<file path="src/rtl/core/fbfa_pkg.sv">
// Shared types and constants for the first/best-fit segment allocator.
// No dependencies; every other file takes names from here, by scope or by import.
`default_nettype none
package fbfa_pkg;

    localparam int MAX_EXTENTS  = 64;
    localparam int HEADER_BYTES = 16;
    localparam int IDX_W        = $clog2(MAX_EXTENTS);
    localparam int CNT_W        = IDX_W + 1;
    localparam int ADDR_W       = 32;
    localparam int SIZE_W       = 24;
    localparam int CFG_IDX_W    = 1;

    localparam logic [ADDR_W-1:0] HDR = ADDR_W'(HEADER_BYTES);

    // request commands
    localparam logic CMD_ALLOC = 1'b0;
    localparam logic CMD_FREE  = 1'b1;

    // result status codes
    localparam logic [1:0] ST_TAKEN   = 2'd0;
    localparam logic [1:0] ST_BREAK   = 2'd1;
    localparam logic [1:0] ST_FREED   = 2'd2;
    localparam logic [1:0] ST_DROPPED = 2'd3;

    // configuration register indexes
    localparam logic [CFG_IDX_W-1:0] CFG_FIT_MODE  = 1'b0;
    localparam logic [CFG_IDX_W-1:0] CFG_HEAP_BASE = 1'b1;

    localparam logic FIT_FIRST = 1'b0;

    typedef struct packed {
        logic [ADDR_W-1:0] start;
        logic [ADDR_W-1:0] size;
    } entry_t;

    // datapath operations
    typedef logic [4:0] dp_op_t;
    localparam dp_op_t OP_NOP       = 5'd0;
    localparam dp_op_t OP_LOAD      = 5'd1;
    localparam dp_op_t OP_DROP      = 5'd2;
    localparam dp_op_t OP_READ      = 5'd3;
    localparam dp_op_t OP_EVAL      = 5'd4;
    localparam dp_op_t OP_SEL_HIT   = 5'd5;
    localparam dp_op_t OP_SEL_BEST  = 5'd6;
    localparam dp_op_t OP_SPLIT_SUB = 5'd7;
    localparam dp_op_t OP_SPLIT_WR  = 5'd8;
    localparam dp_op_t OP_EXACT     = 5'd9;
    localparam dp_op_t OP_BREAK     = 5'd10;
    localparam dp_op_t OP_STEP_PREV = 5'd11;
    localparam dp_op_t OP_SET_POS   = 5'd12;
    localparam dp_op_t OP_SET_END   = 5'd13;
    localparam dp_op_t OP_FREE_CHK  = 5'd14;
    localparam dp_op_t OP_FREE_ADDP = 5'd15;
    localparam dp_op_t OP_FREE_WR   = 5'd16;
    localparam dp_op_t OP_READ_NEXT = 5'd17;
    localparam dp_op_t OP_SHD_WR    = 5'd18;
    localparam dp_op_t OP_SHD_DONE  = 5'd19;
    localparam dp_op_t OP_READ_PREV = 5'd20;
    localparam dp_op_t OP_SHU_WR    = 5'd21;
    localparam dp_op_t OP_SHU_INS   = 5'd22;
    localparam dp_op_t OP_PUBLISH   = 5'd23;

    typedef struct packed {
        logic is_free;
        logic table_full;
        logic scan_end;
        logic exact;
        logic split_first;
        logic best_valid;
        logic at_ge;
        logic merge_next;
        logic merge_prev;
        logic shd_end;
        logic shu_end;
        logic out_busy;
    } dp_status_t;

endpackage
`default_nettype wire

</file>
<file path="src/rtl/core/fbfa_ctrl.sv">
// Allocator sequencer: walks the extent table and drives datapath commands.
// Depends on fbfa_pkg; pairs with fbfa_datapath.
`default_nettype none
module fbfa_ctrl (
    input  logic                  clk,
    input  logic                  rst_n,
    input  logic                  req_valid,
    output logic                  req_ready,
    output fbfa_pkg::dp_op_t      op,
    input  fbfa_pkg::dp_status_t  status
);

    localparam logic [3:0] S_IDLE      = 4'd0;
    localparam logic [3:0] S_LOAD      = 4'd1;
    localparam logic [3:0] S_SCAN_RD   = 4'd2;
    localparam logic [3:0] S_SCAN_EV   = 4'd3;
    localparam logic [3:0] S_SPLIT_SUB = 4'd4;
    localparam logic [3:0] S_SPLIT_WR  = 4'd5;
    localparam logic [3:0] S_EXACT     = 4'd6;
    localparam logic [3:0] S_BREAK     = 4'd7;
    localparam logic [3:0] S_FREE_CHK  = 4'd8;
    localparam logic [3:0] S_FREE_ADDP = 4'd9;
    localparam logic [3:0] S_FREE_WR   = 4'd10;
    localparam logic [3:0] S_SHD_RD    = 4'd11;
    localparam logic [3:0] S_SHD_WR    = 4'd12;
    localparam logic [3:0] S_SHU_RD    = 4'd13;
    localparam logic [3:0] S_SHU_WR    = 4'd14;
    localparam logic [3:0] S_DONE      = 4'd15;

    logic [3:0] state_reg;
    logic [3:0] state_next;

    assign req_ready = state_reg == S_IDLE;

    always_comb
    begin
        state_next = state_reg;
        op         = fbfa_pkg::OP_NOP;
        case (state_reg)
            S_IDLE:
            begin
                if (req_valid)
                begin
                    op         = fbfa_pkg::OP_LOAD;
                    state_next = S_LOAD;
                end
            end
            S_LOAD:
            begin
                if (status.is_free && status.table_full)
                begin
                    op         = fbfa_pkg::OP_DROP;
                    state_next = S_DONE;
                end
                else
                begin
                    state_next = S_SCAN_RD;
                end
            end
            S_SCAN_RD:
            begin
                if (!status.scan_end)
                begin
                    op         = fbfa_pkg::OP_READ;
                    state_next = S_SCAN_EV;
                end
                else if (status.is_free)
                begin
                    op         = fbfa_pkg::OP_SET_END;
                    state_next = S_FREE_CHK;
                end
                else if (status.best_valid)
                begin
                    op         = fbfa_pkg::OP_SEL_BEST;
                    state_next = S_SPLIT_SUB;
                end
                else
                begin
                    state_next = S_BREAK;
                end
            end
            S_SCAN_EV:
            begin
                if (status.is_free)
                begin
                    if (status.at_ge)
                    begin
                        op         = fbfa_pkg::OP_SET_POS;
                        state_next = S_FREE_CHK;
                    end
                    else
                    begin
                        op         = fbfa_pkg::OP_STEP_PREV;
                        state_next = S_SCAN_RD;
                    end
                end
                else if (status.exact)
                begin
                    op         = fbfa_pkg::OP_SEL_HIT;
                    state_next = S_EXACT;
                end
                else if (status.split_first)
                begin
                    op         = fbfa_pkg::OP_SEL_HIT;
                    state_next = S_SPLIT_SUB;
                end
                else
                begin
                    op         = fbfa_pkg::OP_EVAL;
                    state_next = S_SCAN_RD;
                end
            end
            S_SPLIT_SUB:
            begin
                op         = fbfa_pkg::OP_SPLIT_SUB;
                state_next = S_SPLIT_WR;
            end
            S_SPLIT_WR:
            begin
                op         = fbfa_pkg::OP_SPLIT_WR;
                state_next = S_DONE;
            end
            S_EXACT:
            begin
                op         = fbfa_pkg::OP_EXACT;
                state_next = S_SHD_RD;
            end
            S_BREAK:
            begin
                op         = fbfa_pkg::OP_BREAK;
                state_next = S_DONE;
            end
            S_FREE_CHK:
            begin
                op         = fbfa_pkg::OP_FREE_CHK;
                state_next = S_FREE_ADDP;
            end
            S_FREE_ADDP:
            begin
                op = fbfa_pkg::OP_FREE_ADDP;
                // no neighbor merges: open a slot by shifting up
                state_next = (status.merge_next || status.merge_prev) ? S_FREE_WR : S_SHU_RD;
            end
            S_FREE_WR:
            begin
                op = fbfa_pkg::OP_FREE_WR;
                // both sides merged: drop the following entry
                state_next = (status.merge_next && status.merge_prev) ? S_SHD_RD : S_DONE;
            end
            S_SHD_RD:
            begin
                if (status.shd_end)
                begin
                    op         = fbfa_pkg::OP_SHD_DONE;
                    state_next = S_DONE;
                end
                else
                begin
                    op         = fbfa_pkg::OP_READ_NEXT;
                    state_next = S_SHD_WR;
                end
            end
            S_SHD_WR:
            begin
                op         = fbfa_pkg::OP_SHD_WR;
                state_next = S_SHD_RD;
            end
            S_SHU_RD:
            begin
                if (status.shu_end)
                begin
                    op         = fbfa_pkg::OP_SHU_INS;
                    state_next = S_DONE;
                end
                else
                begin
                    op         = fbfa_pkg::OP_READ_PREV;
                    state_next = S_SHU_WR;
                end
            end
            S_SHU_WR:
            begin
                op         = fbfa_pkg::OP_SHU_WR;
                state_next = S_SHU_RD;
            end
            S_DONE:
            begin
                if (!status.out_busy)
                begin
                    op         = fbfa_pkg::OP_PUBLISH;
                    state_next = S_IDLE;
                end
            end
            default:
            begin
                state_next = S_IDLE;
            end
        endcase
    end

    always_ff @(posedge clk or negedge rst_n)
    begin
        if (!rst_n)
        begin
            state_reg <= S_IDLE;
        end
        else
        begin
            state_reg <= state_next;
        end
    end

endmodule
`default_nettype wire

</file>
<file path="config.mk">
export PLATFORM = sky130hd
export DESIGN_NAME = fbfa_ctrl
export DESIGN_NICKNAME = d
export VERILOG_FILES = /design/src/rtl/core/fbfa_pkg.sv /design/src/rtl/core/fbfa_ctrl.sv
export SDC_FILE = /design/constraint.sdc
export NUM_CORES = 1
export LEC_CHECK = 0
export ABC_AREA = 1
export BUFFER_PORTS_ARGS = -buffer_cell sky130_fd_sc_hd__clkbuf_2
export CORE_AREA = 2 2 39 41
export CTS_CLUSTER_SIZE = 20
export DETAILED_ROUTE_END_ITERATION = 12
export DIE_AREA = 0 0 41 43
export PLACE_DENSITY = 0.8
export SETUP_SLACK_MARGIN = 0.2
export SYNTH_ARGS = -nofsm -noshare
export SYNTH_HDL_FRONTEND = slang
export SYNTH_SLANG_ARGS = --single-unit
export TNS_END_PERCENT = 5
</file>
<file path="constraint.sdc">
create_clock -name clk -period 2.1 [get_ports clk]
set_clock_uncertainty 0.05 [all_clocks]
set_input_delay 0.315 -clock clk [delete_from_list [all_inputs] [get_ports clk]]
set_output_delay 0.315 -clock clk [all_outputs]
set_load 0.05 [all_outputs]
</file>
==> results.txt <==
----------------------------------------------------
[Power and ir drop]
  Relative contribution of sequential cells to total power ... about an eighth
  Clock group share of total power ... 5.1%
  Worst vdd rail ir drop ... roughly 1100 µV
  Combinational Power Share ... between 80% and 90%
  Internal power contribution ... 0.000718 W
  Leakage ... 0.485 nW
  Net load switching power ... about 0.0011 W
  Power density over the cells ... 1900 nW/µm²
  Switching share of power ... approximately three fifths

[STA]
  Final hold violations ... 0
  Final setup fails ... 0
  Max_slew headroom ... 82.6%
  Upper clock frequency limit ... approximately 520 MHz
  Final Critical Period ... a little under 2 ns
  Setup repair after global routing missed its margin ... yes
  Final clock period utilization by the worst path ... approximately nine tenths
  Summed negative setup slack over all endpoints ... 0 ns
  Pin slew with the least headroom to its limit ... 0.259 ns
  Final number of max-transition violations ... 0

[Route]
  Routed length per placed instance ... between 10 and 15 µm
  Detailed Route Iter0 Violations ... 53
  ANT nets after route ... 0
  Total length of routed wires ... 2200 µm
  # DRC ... 0
  Vias per cell ... 5.61
  Via count ... approximately 940
  First-pass detailed-route iteration total ... 4

[GRT]
  GR Util All Layers ... 26.2%
  First-pass GRT wire length ... 3210 µm
  Initial antenna violation count ... 0
  Total overflow reported by the global router ... 0
  Largest net degree at the start of global routing ... 9
  Number of global-route vias before repair ... 833

[Floorplanning]
  Die outline width ... 41 µm
  Effective utilization at floorplan ... 44.5%
  Die outline area ... between 1500 and 2000 µm²
  Floorplan core area ... 1380 µm²
  Height of the chip ... 43 µm
  IO Pins ... 21
  Row Count ... 14

[CTS]
  TritonCTS buffer count ... 3
  Max H-tree Level ... 1
  Master cell of the clock root buffer ... sky130_fd_sc_hd__clkbuf_4
  Clock sink count ... 4
  Clock slew seen by the registers of the worst setup and hold paths ... 0.03 ns
  CTS tree ... yes
  Worst-skew pair later-pin latency ... 0.23 ns
  Clock tree buffer depth ... 2

[Logic synthesis]
  Post-synth top area share ... 22.6%
  Synth area leader ... sky130_fd_sc_hd__nand2_1
  Most area-consuming cells after synthesis ... sky130_fd_sc_hd__nand2_1 (23%), sky130_fd_sc_hd__nor2_1 (18%), sky130_fd_sc_hd__dfrtp_1 (16%)
  Post-synthesis cell type count ... 12
  Net count after synthesis ... 140
  Average size of a mapped cell ... between 4 and 5 µm²
  Yosys synthesis warning count ... 0
  Number of cells produced by synthesis ... 125
  Post-synthesis register bit count ... 4
  Sequential cell area fraction in the yosys report ... 16.3%
  Cell area after technology mapping ... 616 µm²

[Setup path]
  Critical-path maximum fanout ... 5
  Required time of the critical path ... 1.74 ns
  WP data arrival ... around 1.6 ns
  Kind of launch point of the worst setup path ... register
  Critical path start-end classification ... register to output pin
  Kind of end point of the critical path ... output pin

[Placed design]
  Number of buffers added on ports ... 20
  Placer's final routability congestion estimate ... 0.950
  Detailed-placement wirelength estimate ... 1560 µm

[Final layout]
  Layout cells sized above 1 ... 38.8%
  Area added between synthesis and finish ... 55.3%
  Finished Core Util ... 69.1%
  Max reg flops ... 4
  Final antenna diode count ... 0
  Number of nets in the finished design ... about 170

[Hold path]
  Hold Crit Class ... input port to register

[Flow run]
  Max capacitance violation total ... 0

[Outcome]
  Status ... finished clean

----------------------------------------------------
## critical path, cell delays in order, from the launching register on
cell	delay, ns
sky130_fd_sc_hd__dfrtp_2	0.48
sky130_fd_sc_hd__nor2_4	0.20
sky130_fd_sc_hd__inv_2	0.08
sky130_fd_sc_hd__nor2_4	0.12
sky130_fd_sc_hd__nand3_1	0.12
sky130_fd_sc_hd__nand3b_1	0.14
sky130_fd_sc_hd__clkbuf_8	0.19
## cell usage after synthesis
master and n:
sky130_fd_sc_hd__nor2_2 1, sky130_fd_sc_hd__inv_1 18, sky130_fd_sc_hd__nand2_1 37, sky130_fd_sc_hd__o21ai_0 9, sky130_fd_sc_hd__o211ai_1 2, sky130_fd_sc_hd__nand4_1 3
sky130_fd_sc_hd__nand3b_1 2, sky130_fd_sc_hd__a21oi_1 5, sky130_fd_sc_hd__nor3_1 3, sky130_fd_sc_hd__dfrtp_1 4, sky130_fd_sc_hd__nor2_1 29, sky130_fd_sc_hd__nand3_1 12
## per-stage QoR
step / total power (W) / instances / hold slack (ns) / setup slack, ns / area (µm²)
after floorplan: 0.000996 / 125 / -0.0306 / 0.226 / 623
after CTS: 0.00155 / 167 / 0.317 / 0.175 / 857
after global routing: 0.00192 / 168 / 0.319 / 0.109 / 956
final: 0.00181 / 168 / 0.327 / 0.175 / 956
after global placement: 0.00125 / 162 / 0.0723 / 0.264 / 751
after detailed placement: 0.00126 / 162 / 0.0738 / 0.219 / 751
## power groups by stage
stage	Sequential, W	Clock (W)	Combinational [W]
2_1_floorplan	0.000158	0	0.000838
3_3_place_gp	0.000170	0	0.00108
3_5_place_dp	0.000171	0	0.00108
4_1_cts	0.000185	0.0000970	0.00127
5_1_grt	0.000236	0.000110	0.00157
6_report	0.000234	0.0000926	0.00149
## cell usage in the layout, fill, tap and decap left out
master / instances
sky130_fd_sc_hd__buf_4: 2
sky130_fd_sc_hd__nand2_1: 31
sky130_fd_sc_hd__inv_4: 3
sky130_fd_sc_hd__o21ai_2: 1
sky130_fd_sc_hd__o211ai_1: 2
sky130_fd_sc_hd__nand2_4: 2
sky130_fd_sc_hd__nor2_1: 19
sky130_fd_sc_hd__nand3b_1: 2
sky130_fd_sc_hd__nand2_2: 4
sky130_fd_sc_hd__nand4_1: 3
sky130_fd_sc_hd__nor2_2: 5
sky130_fd_sc_hd__nand3_2: 1
sky130_fd_sc_hd__o21ai_0: 8
sky130_fd_sc_hd__buf_6: 2
sky130_fd_sc_hd__inv_2: 5
sky130_fd_sc_hd__clkbuf_2: 15
sky130_fd_sc_hd__buf_8: 2
sky130_fd_sc_hd__inv_1: 10
sky130_fd_sc_hd__nor3_2: 1
sky130_fd_sc_hd__clkbuf_8: 2
sky130_fd_sc_hd__nand3_1: 11
sky130_fd_sc_hd__nor2_4: 6
sky130_fd_sc_hd__dfrtp_2: 4
sky130_fd_sc_hd__a21oi_4: 1
sky130_fd_sc_hd__clkbuf_4: 3
sky130_fd_sc_hd__dlygate4sd3_1: 1
sky130_fd_sc_hd__a21oi_1: 4
sky130_fd_sc_hd__nor3_1: 2
## cell families after synthesis
family	synth area share, %
buf+inv	11.0
simple gates	58.9
compound gates	13.8
flops	16.3
## what timing repair did
action	CTS	global route
pin swaps	0	10
endpoints found under the setup margin	5	6
hold buffers	1	0
endpoints found under the hold margin	4	0
buffers inserted	1	1
gates resized for setup	20	37
## per-layer routing
layer / track usage (%) / vias to the layer above / wire (µm)
li1: - / 463 / -
met2: 40.9 / 51 / 1080
met1: 31.8 / 417 / 886
met5: 0 / - / 0
met3: 8.90 / 12 / 139
met4: 9.33 / 0 / 102
## cell type report
type / instances / area (µm²)
well taps: 16 / 20.0
clock buffers: 3 / 22.5
inverters: 18 / 75.1
flip-flops and latches: 4 / 105
multi-input cells: 103 / 553
repair buffers: 24 / 180
fillers: 126 / 428
## path summary, 6_finish.rpt
path / startpoint / slack, ns / endpoint / depth (start not counted)
worst max register to register: state_reg[1]$_DFFE_PN0P_ / 0.65 / state_reg[0]$_DFFE_PN0P_ / 9
worst min register to register: state_reg[3]$_DFFE_PN0P_ / 0.76 / state_reg[3]$_DFFE_PN0P_ / 4
max in group asynchronous: rst_n / 1.50 / state_reg[2]$_DFFE_PN0P_ / 2
worst max-delay path: state_reg[3]$_DFFE_PN0P_ / 0.18 / op[3] / 6
worst min-delay path: status[5] / 0.33 / state_reg[3]$_DFFE_PN0P_ / 3
min in group asynchronous: rst_n / 0.36 / state_reg[0]$_DFFE_PN0P_ / 2
(Power assumes the default switching activity.)
